<file path="config.mk">
export PLATFORM = sky130hd
export DESIGN_NAME = ecr_sqrt_pipe
export DESIGN_NICKNAME = d
export VERILOG_FILES = /design/src/hdl/circle_elastic_collision_response_core_defines.svh /design/src/hdl/ecr_pkg.sv /design/src/hdl/ecr_sqrt_pipe.sv
export SDC_FILE = /design/constraint.sdc
export NUM_CORES = 2
export LEC_CHECK = 0
export ABC_AREA = 1
export BUFFER_PORTS_ARGS = -buffer_cell sky130_fd_sc_hd__buf_2
export CORE_ASPECT_RATIO = 0.75
export CORE_MARGIN = 2
export CORE_UTILIZATION = 60
export CTS_CLUSTER_SIZE = 30
export DETAILED_ROUTE_END_ITERATION = 6
export HOLD_SLACK_MARGIN = 0.12
export PLACE_DENSITY = 0.74
export REMOVE_ABC_BUFFERS = 1
export SYNTH_ARGS = -nofsm -noshare
export SYNTH_HDL_FRONTEND = slang
export SYNTH_SLANG_ARGS = --single-unit
</file>
<file path="constraint.sdc">
create_clock -name clk -period 6.4 [get_ports clk]
set_input_delay 0.32 -clock clk [delete_from_list [all_inputs] [get_ports clk]]
set_output_delay 0.32 -clock clk [all_outputs]
set_load 0.05 [all_outputs]
</file>
<file path="src/hdl/circle_elastic_collision_response_core_defines.svh">
// assertion helpers for the collision response core
`ifndef CIRCLE_ELASTIC_COLLISION_RESPONSE_CORE_DEFINES_SVH
`define CIRCLE_ELASTIC_COLLISION_RESPONSE_CORE_DEFINES_SVH

// same-cycle implication, checked out of reset
`define ECR_ASSERT_NOW(label, ante, cons, msg) \
    label: assert property (@(posedge clk) disable iff (!rst_n) (ante) |-> (cons)) \
        else $error(msg);

// next-cycle implication, checked out of reset
`define ECR_ASSERT_NEXT(label, ante, cons, msg) \
    label: assert property (@(posedge clk) disable iff (!rst_n) (ante) |=> (cons)) \
        else $error(msg);

`endif

</file>
<file path="src/hdl/ecr_pkg.sv">
package ecr_pkg;

    localparam int VAL_W = 20;
    localparam int RAD_W = 14;
    localparam int MASS_W = 16;

    localparam int ROOT_W = 23;
    localparam int UNIT_QW = 17;
    localparam int UNIT_DW = 23;
    localparam int ELAS_QW = 38;
    localparam int ELAS_DW = 17;

    localparam logic signed [59:0] SAT_HI = 60'sd524287;
    localparam logic signed [59:0] SAT_LO = -60'sd524288;

    typedef logic signed [VAL_W-1:0] coord_t;

    typedef struct packed {
        coord_t x1;
        coord_t y1;
        coord_t x2;
        coord_t y2;
        coord_t v1x;
        coord_t v1y;
        coord_t v2x;
        coord_t v2y;
        logic [MASS_W-1:0] m1;
        logic [MASS_W-1:0] m2;
        logic hit;
        logic coin;
    } base_t;

    function automatic coord_t sat20(input logic signed [59:0] v);
        coord_t r;
        if (v > SAT_HI)
            r = coord_t'(SAT_HI[19:0]);
        else if (v < SAT_LO)
            r = coord_t'(SAT_LO[19:0]);
        else
            r = coord_t'(v[19:0]);
        return r;
    endfunction

    // shift right, rounding half away from zero
    function automatic logic signed [59:0] rnd_shr(input logic signed [59:0] v,
                                                  input int unsigned s);
        logic [59:0] mag;
        logic [59:0] q;
        mag = v[59] ? 60'(-v) : 60'(v);
        q = (mag + (60'd1 << (s - 1))) >> s;
        return v[59] ? -$signed(q) : $signed(q);
    endfunction

endpackage

</file>
<file path="src/hdl/ecr_sqrt_pipe.sv">
module ecr_sqrt_pipe import ecr_pkg::*; #(
    parameter int RW = 23,
    parameter int SW = 1
) (
    input  logic            clk,
    input  logic            rst_n,
    input  logic            en,
    input  logic            in_valid,
    input  logic [2*RW-1:0] rad,
    input  logic [SW-1:0]   side_in,
    output logic            out_valid,
    output logic [RW-1:0]   root,
    output logic [SW-1:0]   side_out
);

    localparam int CW = RW + 4;

    logic            valid_reg [RW];
    logic [RW+1:0]   rem_reg   [RW];
    logic [RW-1:0]   root_reg  [RW];
    logic [2*RW-1:0] rad_reg   [RW];
    logic [SW-1:0]   side_reg  [RW];

    for (genvar g = 0; g < RW; g++) begin : g_stage
        logic            cur_valid;
        logic [RW+1:0]   cur_rem;
        logic [RW-1:0]   cur_root;
        logic [2*RW-1:0] cur_rad;
        logic [SW-1:0]   cur_side;
        logic [CW-1:0]   cand;
        logic [CW-1:0]   trial;
        logic            fit;

        if (g == 0) begin : g_first
            assign cur_valid = in_valid;
            assign cur_rem   = '0;
            assign cur_root  = '0;
            assign cur_rad   = rad;
            assign cur_side  = side_in;
        end
        else begin : g_next
            assign cur_valid = valid_reg[g-1];
            assign cur_rem   = rem_reg[g-1];
            assign cur_root  = root_reg[g-1];
            assign cur_rad   = rad_reg[g-1];
            assign cur_side  = side_reg[g-1];
        end

        assign cand  = {cur_rem, cur_rad[2*RW-1 -: 2]};
        assign trial = CW'({cur_root, 2'b01});
        assign fit   = cand >= trial;

        always_ff @(posedge clk or negedge rst_n)
        begin
            if (!rst_n)
                valid_reg[g] <= 1'b0;
            else if (en)
                valid_reg[g] <= cur_valid;
        end

        always_ff @(posedge clk)
        begin
            if (en)
            begin
                rem_reg[g]  <= fit ? (RW+2)'(cand - trial) : (RW+2)'(cand);
                root_reg[g] <= {cur_root[RW-2:0], fit};
                rad_reg[g]  <= {cur_rad[2*RW-3:0], 2'b00};
                side_reg[g] <= cur_side;
            end
        end
    end

    assign out_valid = valid_reg[RW-1];
    assign root      = root_reg[RW-1];
    assign side_out  = side_reg[RW-1];

endmodule

</file>
# ---- Yosys cells after proc, flatten, opt, wreduce, memory -nomap -nowiden
# Memories as Yosys holds them, arrays and structs flattened.
# Cells that the tools add are included.
dict set report totals {
  memories 4
  ram_bits 2139
  register_bits 23
  elab_cells 98
}
dict set report op_classes {
  muxes 25
  n_lt_le_gt_ge 23
  n_addsub 23
}
# memory depth word_bits read_ports rd_ports_with_merged_regs write_ports line
set mem_list {}
lappend mem_list {rad_reg 23 44 22 0 23 ecr_sqrt_pipe.sv:21} ;# logic [2*RW-1:0] rad_reg [RW];
lappend mem_list {rem_reg 23 25 22 0 23 ecr_sqrt_pipe.sv:19} ;# logic [RW+1:0] rem_reg [RW];
lappend mem_list {root_reg 23 23 23 0 23 ecr_sqrt_pipe.sv:20} ;# logic [RW-1:0] root_reg [RW];
lappend mem_list {side_reg 23 1 23 0 23 ecr_sqrt_pipe.sv:22} ;# logic [SW-1:0] side_reg [RW];
# operator count
set ops {}
lappend ops {{>= comparator 27 x 25 -> 1 bit} 22}
lappend ops {{2-to-1 mux 25 bit} 23}
lappend ops {{subtractor 25 bit} 22}
lappend ops {{subtractor 2 x 1 -> 3 bit, second input constant} 1}
lappend ops {{>= comparator 2 x 1 -> 1 bit, second input constant} 1}
lappend ops {{2-to-1 mux 1 bit} 2}

# ---- Longest topological paths before layout
# An unclocked memory read counts as a cell.
dict set report depth {
  ltp_word 3
  mapped_depth 14
}

# ---- Least setup slack after synthesis
# No wires, ideal clock.
dict set report synth_path {
  path_kind {reg-to-reg}
  start {memory rem_reg[0][0] (netlist name)}
  end {memory rem_reg[0][44] (netlist name) (data pin)}
  setup_slack_ns 4.338
  t_required_ns 6.131
  n_path_buf 1
  synth_period_minus_slack_ns 2.062
  arrival_ns 1.793
  path_stages_with_launch 9
  setup_time_ns 0.269
  path_cell_list {edfxtp_1 -> ha_1 -> a21oi_1 -> nand2_1 -> inv_1 -> ha_1 -> and2_0 -> clkbuf_1 -> o21ai_0}
}
# item line
set synth_lines {}
lappend synth_lines {{from (decl)} ecr_sqrt_pipe.sv:19}

==> flow_metrics.py <==
metrics = {
    "run_status": {
        "outcome": "complete, no violations",
    },
    "cts": {
        "cts_resized": 0,
        "post_cts_buffers": 0,
        "cts_root_buffer": "clkbuf_16",
        "cts-htree-levels": 4,
        "clkSinkCount": 1346,
        "cts_tree": "yes",
        "insertion_delay_ns": 0.78,
        "clockBufferDepth": 3,
        "path_clk_slew_ns": 0.07,
        "cts_buffers": 134,
        "ctsHoldBuffers": 54,
    },
    "sta": {
        "fmaxAchievable_mhz": 298,
        "worst_pin_slew_ns": 1.11,
        "rsz0062_at_grt": "false",
        "hold_ws_ns": 0.248,
        "finalSetupTns_ns": 0,
        "maxSlewViolCount": 0,
        "finalWorstPathRequiredPeriod_ns": 3.35,
        "skew_ns": 0.0423,
        "finalSetupViolCount": 0,
        "hold_violations": 0,
        "fin_crit_sh_pct": 52.4,
        "slew_headroom_pct": 26.0,
    },
    "placement": {
        "gp_congestion": 0.985,
        "hpwl_um": 144000,
        "io_buffers": 75,
    },
    "grt": {
        "grt_pass1_vias": 51200,
        "grt_use_total_pct": 30.4,
        "grt_start_max_net_pins": 188,
        "antenna_found_initial": 5,
        "grt-ovfl-total": 0,
        "grt_pass1_wl_um": 295000,
    },
    "pwr": {
        "p_total_mw": 24.4,
        "combPwrFrac_pct": 20.6,
        "intPower_mw": 16.8,
        "vdd_drop_max_v": 0.000301,
        "total_leakage_power_nw": 37.1,
        "p_seq_share_pct": 47.1,
        "p_clk_share_pct": 32.3,
        "swShare_pct": 31.2,
        "power_density_nw_per_um2": 303,
        "p_sw_mw": 7.62,
    },
    "floorplan": {
        "dieArea_sq_um": 126000,
        "die_w_um": 409,
        "core_sq_um": 122000,
        "rows": 111,
        "start_util_pct": 60.4,
        "dieHeight_um": 308,
        "io_pins": 76,
    },
    "critical_path": {
        "critical_path_class": "reg -> reg",
        "start_kind": "register",
        "crit_arrival_ns": 3.87,
        "crit_buf_inv": 1,
        "cp_common_cell": "nand2_1",
        "endpoint_kind": "register",
        "path_max_fanout": 21,
        "cp.required_ns": 6.92,
        "cp_slowest_stage_delay_ns": 0.67,
        "path_cells": "ha_1 -> nand2_1 -> nor2_1 -> nand3_1 -> nand2_1 -> nand2_1 -> nand2_1 -> inv_1 -> nand2_1 -> nand2_1",
        "path_delay_family": "simple AND/OR/NAND/NOR gates",
        "crit_slowest_cell": "nand2_1",
    },
    "route": {
        "dr.first_iter.drc_count": 6976,
        "wl_per_cell_um": 18.5,
        "first_pass_iters": 6,
        "ant_nets": 0,
        "vias_per_cell": 5.45,
        "vias": 56700,
        "wirelength_um": 193000,
        "drc_errors": 0,
    },
    "flow_run": {
        "drv_cap": 0,
    },
    "finish": {
        "largest_register_ff_count": 518,
        "drive_gt1_share_pct": 5.99,
        "multi_input_area_sq_um": 27300,
        "seq_area_sq_um": 40300,
        "nets": 9010,
        "fillers": 10000,
        "syn2layout_area_growth_pct": 9.35,
    },
    "synthesis": {
        "synthDistinctLibCells": 56,
        "synth_cells": 8454,
        "synth_edf_count": 1323,
        "synthFlopType": "edfxtp_1",
        "synth_seq_cells": 1346,
        "avgSynthCellArea_sq_um": 8.74,
        "synth-seq-area-share_pct": 54.6,
        "yosysWarnings": 0,
        "netlist_area_sq_um": 73900,
        "async_flop_share_pct": 1.71,
    },
    "hold_path": {
        "worstHoldPathType": "in -> reg",
    },
}
-- worst reg2reg max path, stage by stage (launching register included) --
cell,delay (ns)
edfxtp_1,0.42
ha_1,0.38
nand2_1,0.12
nor2_1,0.23
nand3_1,0.11
nand2_1,0.15
nand2_1,0.10
nand2_1,0.67
inv_1,0.65
nand2_1,0.20
nand2_1,0.07
-- cell usage in the layout, fill, tap and decap left out, drive strengths merged, types with 18 or more instances in the layout --
cell	netlist	final
nand2	2967	2967
inv	1498	1508
edfxtp	1323	1323
nor2	750	750
nand3	494	494
ha	300	300
a21oi	299	299
clkbuf	8	162
o21ai	156	156
nand4	149	149
xor2	133	133
buf	64	87
nor3	77	77
nand3b	71	71
clkinv	0	56
dlygate4sd3	0	54
xnor2	52	52
or2	25	25
dfrtp	23	23
o21bai	18	18
-- Yosys cell counts (18+ instances only) --
library cell	count	area share, %
nand3_1	483	3.3
nor3_1	73	0.49
inv_1	1468	7.5
a21oi_1	241	1.6
xor2_1	132	1.6
buf_6	37	0.56
nand4_1	148	1.3
ha_1	300	5.1
dfrtp_1	23	0.78
nor2_2	51	0.43
o21bai_1	18	0.18
a21oi_2	56	0.66
nand2_2	29	0.25
edfxtp_1	1323	54
nand3b_1	71	0.72
xnor2_1	52	0.62
o21ai_0	97	0.66
nor2_1	684	3.5
nand2_1	2934	15
inv_2	26	0.13
or2_2	23	0.19
o21ai_1	45	0.30
-- routing by layer --
layer,wire length [um],vias up,track usage [%]
li1,-,27600,-
met1,92700,26400,49.6
met2,75400,2483,40.5
met3,21500,239,7.46
met4,3260,2,6.23
met5,12,-,0
-- through the flow --
stage	instances	util, %	area (sq um)	setup WS, ns
after floorplan	8382	-	73200	4.05
after global placement	10100	62.0	75800	3.12
after detailed placement	10100	62.0	75800	3.09
after CTS	10400	66.1	80800	3.05
after global routing	10400	66.1	80800	2.69
final	10400	66.1	80800	3.05
-- final timing paths --
| check | start | end | slack, ns | cells after the start |
|---|---|---|---|---|
| max | rem_reg[6][30]$_DFFE_PP_ | rem_reg[7][2]$_DFFE_PP_ | 3.05 | 10 |
| min | rad[25] | rad_reg[0][25]$_DFFE_PP_ | 0.25 | 2 |
| max reg2reg | rem_reg[6][30]$_DFFE_PP_ | rem_reg[7][2]$_DFFE_PP_ | 3.05 | 10 |
| min reg2reg | side_reg[0][6]$_DFFE_PP_ | side_reg[0][7]$_DFFE_PP_ | 0.41 | 0 |
| max in group asynchronous | rst_n | g_stage[15].cur_valid$_DFFE_PN0P_ | 4.99 | 3 |
| min in group asynchronous | rst_n | g_stage[6].cur_valid$_DFFE_PN0P_ | 0.81 | 3 |
-- logic make-up after synthesis --
kind of cell	count (synthesis)	share of synthesized area, %
AO/OA/AOI/OAI	490	3.83
XOR/XNOR	185	2.20
adder cells (fa/ha/maj)	300	5.08
buffers and inverters	1570	8.48
flip-flops	1346	54.6
multiplexers	1	0.0152
other	1	0.00508
AND/OR/NAND/NOR	4561	25.8
-- power by group through the flow --
stage                     sequential [mW]  clock [mW]  combinational (mW)
after floorplan                      11.3           0                3.44
after global placement               11.6           0                4.80
after detailed placement             11.6           0                4.85
after CTS                            11.5        8.03                4.92
after global routing                 11.6        8.35                5.66
final                                11.5        7.90                5.03
-- cell type report --
class                           instances  area share (%)
Clock inverter                         83            1.04
Sequential cell                      1346            49.9
Antenna cell                            1         0.00310
Timing Repair Buffer                  141            1.36
Inverter                             1498            6.97
Clock buffer                          162            4.40
Tap cell                             1638            2.54
Multi-Input combinational cell       5538            33.8
Power figures use the tool's default switching activity.
