`src/hdl/circle_elastic_collision_response_core_defines.svh`:
```
// assertion helpers for the collision response core
`ifndef CIRCLE_ELASTIC_COLLISION_RESPONSE_CORE_DEFINES_SVH
`define CIRCLE_ELASTIC_COLLISION_RESPONSE_CORE_DEFINES_SVH

// same-cycle implication, checked out of reset
`define ECR_ASSERT_NOW(label, ante, cons, msg) \
    label: assert property (@(posedge clk) disable iff (!rst_n) (ante) |-> (cons)) \
        else $error(msg);

// next-cycle implication, checked out of reset
`define ECR_ASSERT_NEXT(label, ante, cons, msg) \
    label: assert property (@(posedge clk) disable iff (!rst_n) (ante) |=> (cons)) \
        else $error(msg);

`endif

```
`src/hdl/ecr_pkg.sv`:
```
package ecr_pkg;

    localparam int VAL_W = 20;
    localparam int RAD_W = 14;
    localparam int MASS_W = 16;

    localparam int ROOT_W = 23;
    localparam int UNIT_QW = 17;
    localparam int UNIT_DW = 23;
    localparam int ELAS_QW = 38;
    localparam int ELAS_DW = 17;

    localparam logic signed [59:0] SAT_HI = 60'sd524287;
    localparam logic signed [59:0] SAT_LO = -60'sd524288;

    typedef logic signed [VAL_W-1:0] coord_t;

    typedef struct packed {
        coord_t x1;
        coord_t y1;
        coord_t x2;
        coord_t y2;
        coord_t v1x;
        coord_t v1y;
        coord_t v2x;
        coord_t v2y;
        logic [MASS_W-1:0] m1;
        logic [MASS_W-1:0] m2;
        logic hit;
        logic coin;
    } base_t;

    function automatic coord_t sat20(input logic signed [59:0] v);
        coord_t r;
        if (v > SAT_HI)
            r = coord_t'(SAT_HI[19:0]);
        else if (v < SAT_LO)
            r = coord_t'(SAT_LO[19:0]);
        else
            r = coord_t'(v[19:0]);
        return r;
    endfunction

    // shift right, rounding half away from zero
    function automatic logic signed [59:0] rnd_shr(input logic signed [59:0] v,
                                                  input int unsigned s);
        logic [59:0] mag;
        logic [59:0] q;
        mag = v[59] ? 60'(-v) : 60'(v);
        q = (mag + (60'd1 << (s - 1))) >> s;
        return v[59] ? -$signed(q) : $signed(q);
    endfunction

endpackage

```
`src/hdl/ecr_div_pipe.sv`:
```
module ecr_div_pipe import ecr_pkg::*; #(
    parameter int DW = 23,
    parameter int QW = 17,
    parameter int SW = 1
) (
    input  logic             clk,
    input  logic             rst_n,
    input  logic             en,
    input  logic             in_valid,
    input  logic [DW+QW-1:0] num_a,
    input  logic [DW+QW-1:0] num_b,
    input  logic [DW-1:0]    den,
    input  logic [SW-1:0]    side_in,
    output logic             out_valid,
    output logic [QW-1:0]    quo_a,
    output logic [QW-1:0]    quo_b,
    output logic [SW-1:0]    side_out
);

    localparam int NW = DW + QW;

    logic          valid_reg [QW];
    logic [DW-1:0] rem_a_reg [QW];
    logic [DW-1:0] rem_b_reg [QW];
    logic [QW-1:0] lq_a_reg  [QW];
    logic [QW-1:0] lq_b_reg  [QW];
    logic [DW-1:0] den_reg   [QW];
    logic [SW-1:0] side_reg  [QW];

    for (genvar g = 0; g < QW; g++) begin : g_stage
        logic          cur_valid;
        logic [DW-1:0] cur_rem_a;
        logic [DW-1:0] cur_rem_b;
        logic [QW-1:0] cur_lq_a;
        logic [QW-1:0] cur_lq_b;
        logic [DW-1:0] cur_den;
        logic [SW-1:0] cur_side;
        logic [DW:0]   cand_a;
        logic [DW:0]   cand_b;
        logic          fit_a;
        logic          fit_b;

        if (g == 0) begin : g_first
            assign cur_valid = in_valid;
            assign cur_rem_a = num_a[NW-1 -: DW];
            assign cur_rem_b = num_b[NW-1 -: DW];
            assign cur_lq_a  = num_a[QW-1:0];
            assign cur_lq_b  = num_b[QW-1:0];
            assign cur_den   = den;
            assign cur_side  = side_in;
        end
        else begin : g_next
            assign cur_valid = valid_reg[g-1];
            assign cur_rem_a = rem_a_reg[g-1];
            assign cur_rem_b = rem_b_reg[g-1];
            assign cur_lq_a  = lq_a_reg[g-1];
            assign cur_lq_b  = lq_b_reg[g-1];
            assign cur_den   = den_reg[g-1];
            assign cur_side  = side_reg[g-1];
        end

        assign cand_a = {cur_rem_a, cur_lq_a[QW-1]};
        assign cand_b = {cur_rem_b, cur_lq_b[QW-1]};
        assign fit_a  = cand_a >= {1'b0, cur_den};
        assign fit_b  = cand_b >= {1'b0, cur_den};

        always_ff @(posedge clk or negedge rst_n)
        begin
            if (!rst_n)
                valid_reg[g] <= 1'b0;
            else if (en)
                valid_reg[g] <= cur_valid;
        end

        always_ff @(posedge clk)
        begin
            if (en)
            begin
                rem_a_reg[g] <= fit_a ? DW'(cand_a - {1'b0, cur_den}) : DW'(cand_a);
                rem_b_reg[g] <= fit_b ? DW'(cand_b - {1'b0, cur_den}) : DW'(cand_b);
                lq_a_reg[g]  <= {cur_lq_a[QW-2:0], fit_a};
                lq_b_reg[g]  <= {cur_lq_b[QW-2:0], fit_b};
                den_reg[g]   <= cur_den;
                side_reg[g]  <= cur_side;
            end
        end
    end

    assign out_valid = valid_reg[QW-1];
    assign quo_a     = lq_a_reg[QW-1];
    assign quo_b     = lq_b_reg[QW-1];
    assign side_out  = side_reg[QW-1];

endmodule

```
`config.mk`:
```
export PLATFORM = sky130hd
export DESIGN_NAME = ecr_div_pipe
export DESIGN_NICKNAME = d
export VERILOG_FILES = /design/src/hdl/circle_elastic_collision_response_core_defines.svh /design/src/hdl/ecr_pkg.sv /design/src/hdl/ecr_div_pipe.sv
export SDC_FILE = /design/constraint.sdc
export NUM_CORES = 2
export LEC_CHECK = 0
export ABC_AREA = 0
export ABC_CLOCK_PERIOD_IN_PS = 6600
export BUFFER_PORTS_ARGS = -buffer_cell sky130_fd_sc_hd__buf_2
export CORE_MARGIN = 1.5
export CORE_UTILIZATION = 28
export CTS_CLUSTER_DIAMETER = 30
export CTS_CLUSTER_SIZE = 10
export DETAILED_ROUTE_END_ITERATION = 10
export GPL_ROUTABILITY_DRIVEN = 0
export PLACE_DENSITY = 0.52
export SLEW_MARGIN = 20
export SYNTH_ARGS = -nofsm -noshare
export SYNTH_HDL_FRONTEND = slang
export SYNTH_SLANG_ARGS = --single-unit
```
`constraint.sdc`:
```
create_clock -name clk -period 6.6 [get_ports clk]
set_input_delay 1.65 -clock clk [delete_from_list [all_inputs] [get_ports clk]]
set_output_delay 1.65 -clock clk [all_outputs]
set_load 0.05 [all_outputs]
```
# Word-level counts from Yosys, hierarchy flattened
# Memory sizes are Yosys's and may differ from the RTL's.
# Cells that the tools add are included.
# word_totals
wordCells	127
reg_bits	17
out_inout_bits	36
ram_bits	1768
in_bits	108
n_memories	6
# classes
n_addsub	34
magnitude_cmp	34
muxes	36
# memory_table
name	words	word_bits	rd	rd_ports_with_merged_regs	write_ports	line	text
den_reg	17	23	16	0	17	ecr_div_pipe.sv:27	logic [DW-1:0] den_reg [QW];
rem_a_reg	17	23	16	0	17	ecr_div_pipe.sv:23	logic [DW-1:0] rem_a_reg [QW];
rem_b_reg	17	23	16	0	17	ecr_div_pipe.sv:24	logic [DW-1:0] rem_b_reg [QW];
lq_a_reg	17	17	17	0	17	ecr_div_pipe.sv:25	logic [QW-1:0] lq_a_reg [QW];
lq_b_reg	17	17	17	0	17	ecr_div_pipe.sv:26	logic [QW-1:0] lq_b_reg [QW];
side_reg	17	1	17	0	17	ecr_div_pipe.sv:28	logic [SW-1:0] side_reg [QW];
# ops
op	n
$ge A24 B23 Y1	34
$mux W23	34
$sub A23 B23 Y23	34
$mux W1	2

# Longest topological paths before layout
# logic_depth
depth_word	2
ltp_mapped	15
ltp_nobuf	13

# Least setup slack after synthesis
# Ideal clock, no wire load.
# synth_path
path_type	input port to flip-flop
from	input num_b[16]
to	memory rem_b_reg[0][10], data pin
setup_slack_ns	2.299
n_path_buf	2
arrival_ns	4.031
setup_ns	0.270
required_ns	6.330
cell_stages	14
cell_sequence	inv_1 ha_1 fa_1 nor2b_1 o211ai_1 a21oi_1 o21a_1 o21ai_0 a31oi_1 o21ai_0 nand3_1 clkbuf_1 clkbuf_1 a21oi_1
# synth_lines
item	line	text
start, declared	ecr_div_pipe.sv:11	input logic [DW+QW-1:0] num_b,
end, declared	ecr_div_pipe.sv:24	

==> Flow_metrics.wiki <==
{| class="wikitable"
! Metric !! Value
|-
| Outcome || finished, final reports clean
|-
| Total leakage power || 46.7 nW
|-
| Number of instances in the synthesized netlist || 8368
|-
| Count of max-cap constraint violations || 0
|-
| Hpwl dp || roughly 170000 um
|-
| Ys async rst share || 0.991%
|-
| XOR/XNOR Fraction of Synth Area || 5.44%
|-
| Via count of the first global-routing pass || 68400
|-
| Synth unique cells || between 90 and 100
|-
| Worst ir drop on vdd || a little over 0.3 mV
|-
| Net count of the finished layout || 9747
|-
| Commonest non-fill, non-tap cells in the layout || edfxtp_1 (1699), ha_1 (782), a21oi_1 (762)
|-
| Compound-cell area share of the yosys netlist || 14.4%
|-
| Via count || roughly 66000
|-
| Number of cells upsized or downsized after cts || 0
|-
| Worst-case clock skew || 80.8 ps
|-
| Shortest period the worst path allows || 4640 ps
|-
| Type of the worst setup path || in2reg
|-
| Main flop type after synthesis || edfxtp_1
|-
| Clock tree from TritonCTS || built
|-
| Post-synth EDFFs || 1699
|-
| Aggregate global routing overflow || 0
|-
| Synthesized area per cell || 11.5 um^2
|-
| Total negative setup slack || 0 ps
|-
| DRT Wirelength || ~230000 um
|-
| Placement row count || 215
|-
| Commonest non-fill, non-tap cell in the layout || edfxtp_1
|-
| Area of the die || 348000 um^2
|-
| Fill cell count || 33500
|-
| Die width || roughly 600 um
|-
| Area Growth Syn to Fin || 21.8%
|-
| Period utilisation layout || 70.4%
|-
| Sinks on Clock Net || 1716
|-
| Synth Warn # || 0
|-
| Depth of the CTS H-tree || 5
|-
| Normalized max-slew margin || 27.5%
|-
| Crit path arrival time || 5340 ps
|-
| Final setup viols || 0
|-
| Slew at the pin closest to its max-slew limit || about 1100 ps
|-
| Share of cell area taken by muxes after synthesis || 3.65%
|-
| Yosys reg bits || 1716
|-
| Insertion delay to the later sink of the worst-skew pair || 930 ps
|-
| Average routed wire per standard cell || 16.6 um
|-
| Biggest fanout along the worst timing path || 37
|-
| Wire length of the first global-routing pass || approximately 350000 um
|-
| Root Buffer Master || clkbuf_16
|-
| First drt pass iteration count || 6
|-
| Crit start category || input port
|-
| Pin count of the biggest net entering global routing || 140
|-
| Antenna violation net count after detailed routing || 0
|-
| Number of antenna violations at the first check in global routing || 3
|-
| Maximum buffer depth of the clock tree || 4
|-
| Number of top-level pins || 144
|-
| Mapped Nets || 9290
|-
| Required time at the endpoint of the critical path || 7290 ps
|-
| CTS Buf Count || 412
|-
| Final Hold Viols || 0
|-
| Die span in y || 590 um
|-
| Iteration-0 DRC Markers || 3536
|-
| Adder and majority cell fraction of the synthesized area || 10.8%
|-
| Synthesized area || 96500 um^2
|-
| Number of design rule violations left after detail routing || 0
|-
| Largest family of logic cells by synthesized area || compound AO/OA/AOI/OAI gates
|-
| Core region area || 343000 um^2
|-
| Fin util || roughly a third
|-
| Cell types occupying the most area after synthesis || edfxtp_1 (53%), ha_1 (10%), a21oi_1 (4.0%)
|-
| RSZ-0062 raised after global routing || no
|-
| Synth top area share || 52.9%
|-
| Hold/Removal Path Class || reg2reg
|-
| Endpoint kind of the worst setup timing path || register
|-
| Total Routing Usage GR || 12.6%
|-
| Clock transition at path regs || ~40 ps
|-
| Total of hold buffers inserted after clock tree synthesis || 0
|-
| Final Hold Slack || 393 ps
|-
| Part of the Yosys area used for sequential elements || 53.3%
|-
| Starting density of the core || 28.1%
|-
| Avg Vias per Cell || between 4 and 5
|-
| FMAX || 215 MHz
|-
| Buffers added on ports || around 140
|-
| Ratio of cells with drive above 1 in the final layout || 13.5%
|-
| Share of synthesized cell area in and, or, nand and nor gates || a little over 9%
|-
| Power density cells || approximately 540 nW/um^2
|-
| Total setup buffers inserted after CTS || 0
|-
| Final max-slew violation count || 0
|-
| Cell type contributing the most total cell area after synthesis || edfxtp_1
|}
==> metal layers <==
layer / wire, um / up-vias / global-route usage, % / share of wire, %
met5: 13 / - / 0 / 0.0057
met2: 116000 / 1717 / 23.4 / 51
met1: 87700 / 30900 / 12.9 / 38
met4: 15300 / 2 / 8.54 / 6.7
li1: - / 32200 / - / -
met3: 8690 / 797 / 2.03 / 3.8
==> cell families after synthesis <==
family,count (synthesis)
flip-flops,1716
XOR/XNOR,600
AND/OR/NAND/NOR,1900
adder cells (fa/ha/maj),814
multiplexers,313
AO/OA/AOI/OAI,2250
buffers and inverters,775
==> path summary, 6_finish.rpt <==
| path | cells after the start | from | to | slack (ps) |
|---|---|---|---|---|
| max | 14 | num_a[16] | rem_a_reg[0][3] | 1960 |
| min | 0 | lq_b_reg[0][115] | lq_b_reg[0][133] | 390 |
| max reg2reg | 12 | den_reg[0][23] | rem_a_reg[0][51] | 2130 |
| min reg2reg | 0 | lq_b_reg[0][115] | lq_b_reg[0][133] | 390 |
| max in group asynchronous | 1 | rst_n | g_stage[1].cur_valid | 5660 |
| min in group asynchronous | 1 | rst_n | g_stage[8].cur_valid | 670 |
==> layout make-up <==
cell class                      count  area, um^2  share of cell area (%)
Multi-Input combinational cell   5877       42300                    36.0
Sequential cell                  1716       51400                    43.8
Clock inverter                    305        3780                    3.22
Timing Repair Buffer              206        1390                    1.18
Antenna cell                        3        7.51                 0.00639
Tap cell                         4557        5700                    4.85
Inverter                          612        2300                    1.95
Clock buffer                      461       10600                    9.02
==> synth_stat cells (18+ instances only) <==
cell      number
a21boi_0      30
and3_1        57
o211ai_1      23
nand3_1      121
a21oi_1      762
xor2_1       241
or3_1         27
xnor2_1      359
nor4_1        18
a21o_1       306
o21ai_0      538
nand2_1      559
nand4_1      103
o31ai_1       56
a31oi_1       71
mux2_2       271
edfxtp_1    1699
nand2b_1      91
nor3_1       105
o21a_1       109
clkbuf_1     130
o21bai_1      88
inv_1        611
fa_1          32
and2_1        24
or2_2         38
nor2b_1      127
ha_1         782
o21ai_1       18
mux2i_1       31
a211oi_1      49
nor2_1       560
and4_1        21
==> stage by stage <==
stage / setup slack (ps) / power, mW / cells / cell area (um^2)
2_1_floorplan: 2300 / 36.0 / 8368 / 96500
3_3_place_gp: 859 / 41.8 / 13000 / 103000
3_5_place_dp: 1200 / 42.4 / 13000 / 103000
4_1_cts: 2110 / 63.5 / 13700 / 118000
5_1_grt: 1810 / 67.0 / 13700 / 118000
6_report: 1960 / 63.0 / 13700 / 118000
==> power by group <==
part           internal [mW]  switching, mW
combinational           10.5           13.9
clock                   14.2           6.31
sequential              16.5           1.66
total                   41.2           21.9
==> worst max-delay path: stages <==
cell and delay, ps:
buf_2 90, inv_1 40, ha_1 210, fa_1 400, nor2b_1 120, o21ai_0 120, a21o_1 230, a21oi_1 300
o21bai_1 160, a2111oi_1 960, o221a_2 390, nor3_2 80, buf_4 250, o31ai_1 300
No activity file was read; power rests on OpenSTA's default activity.
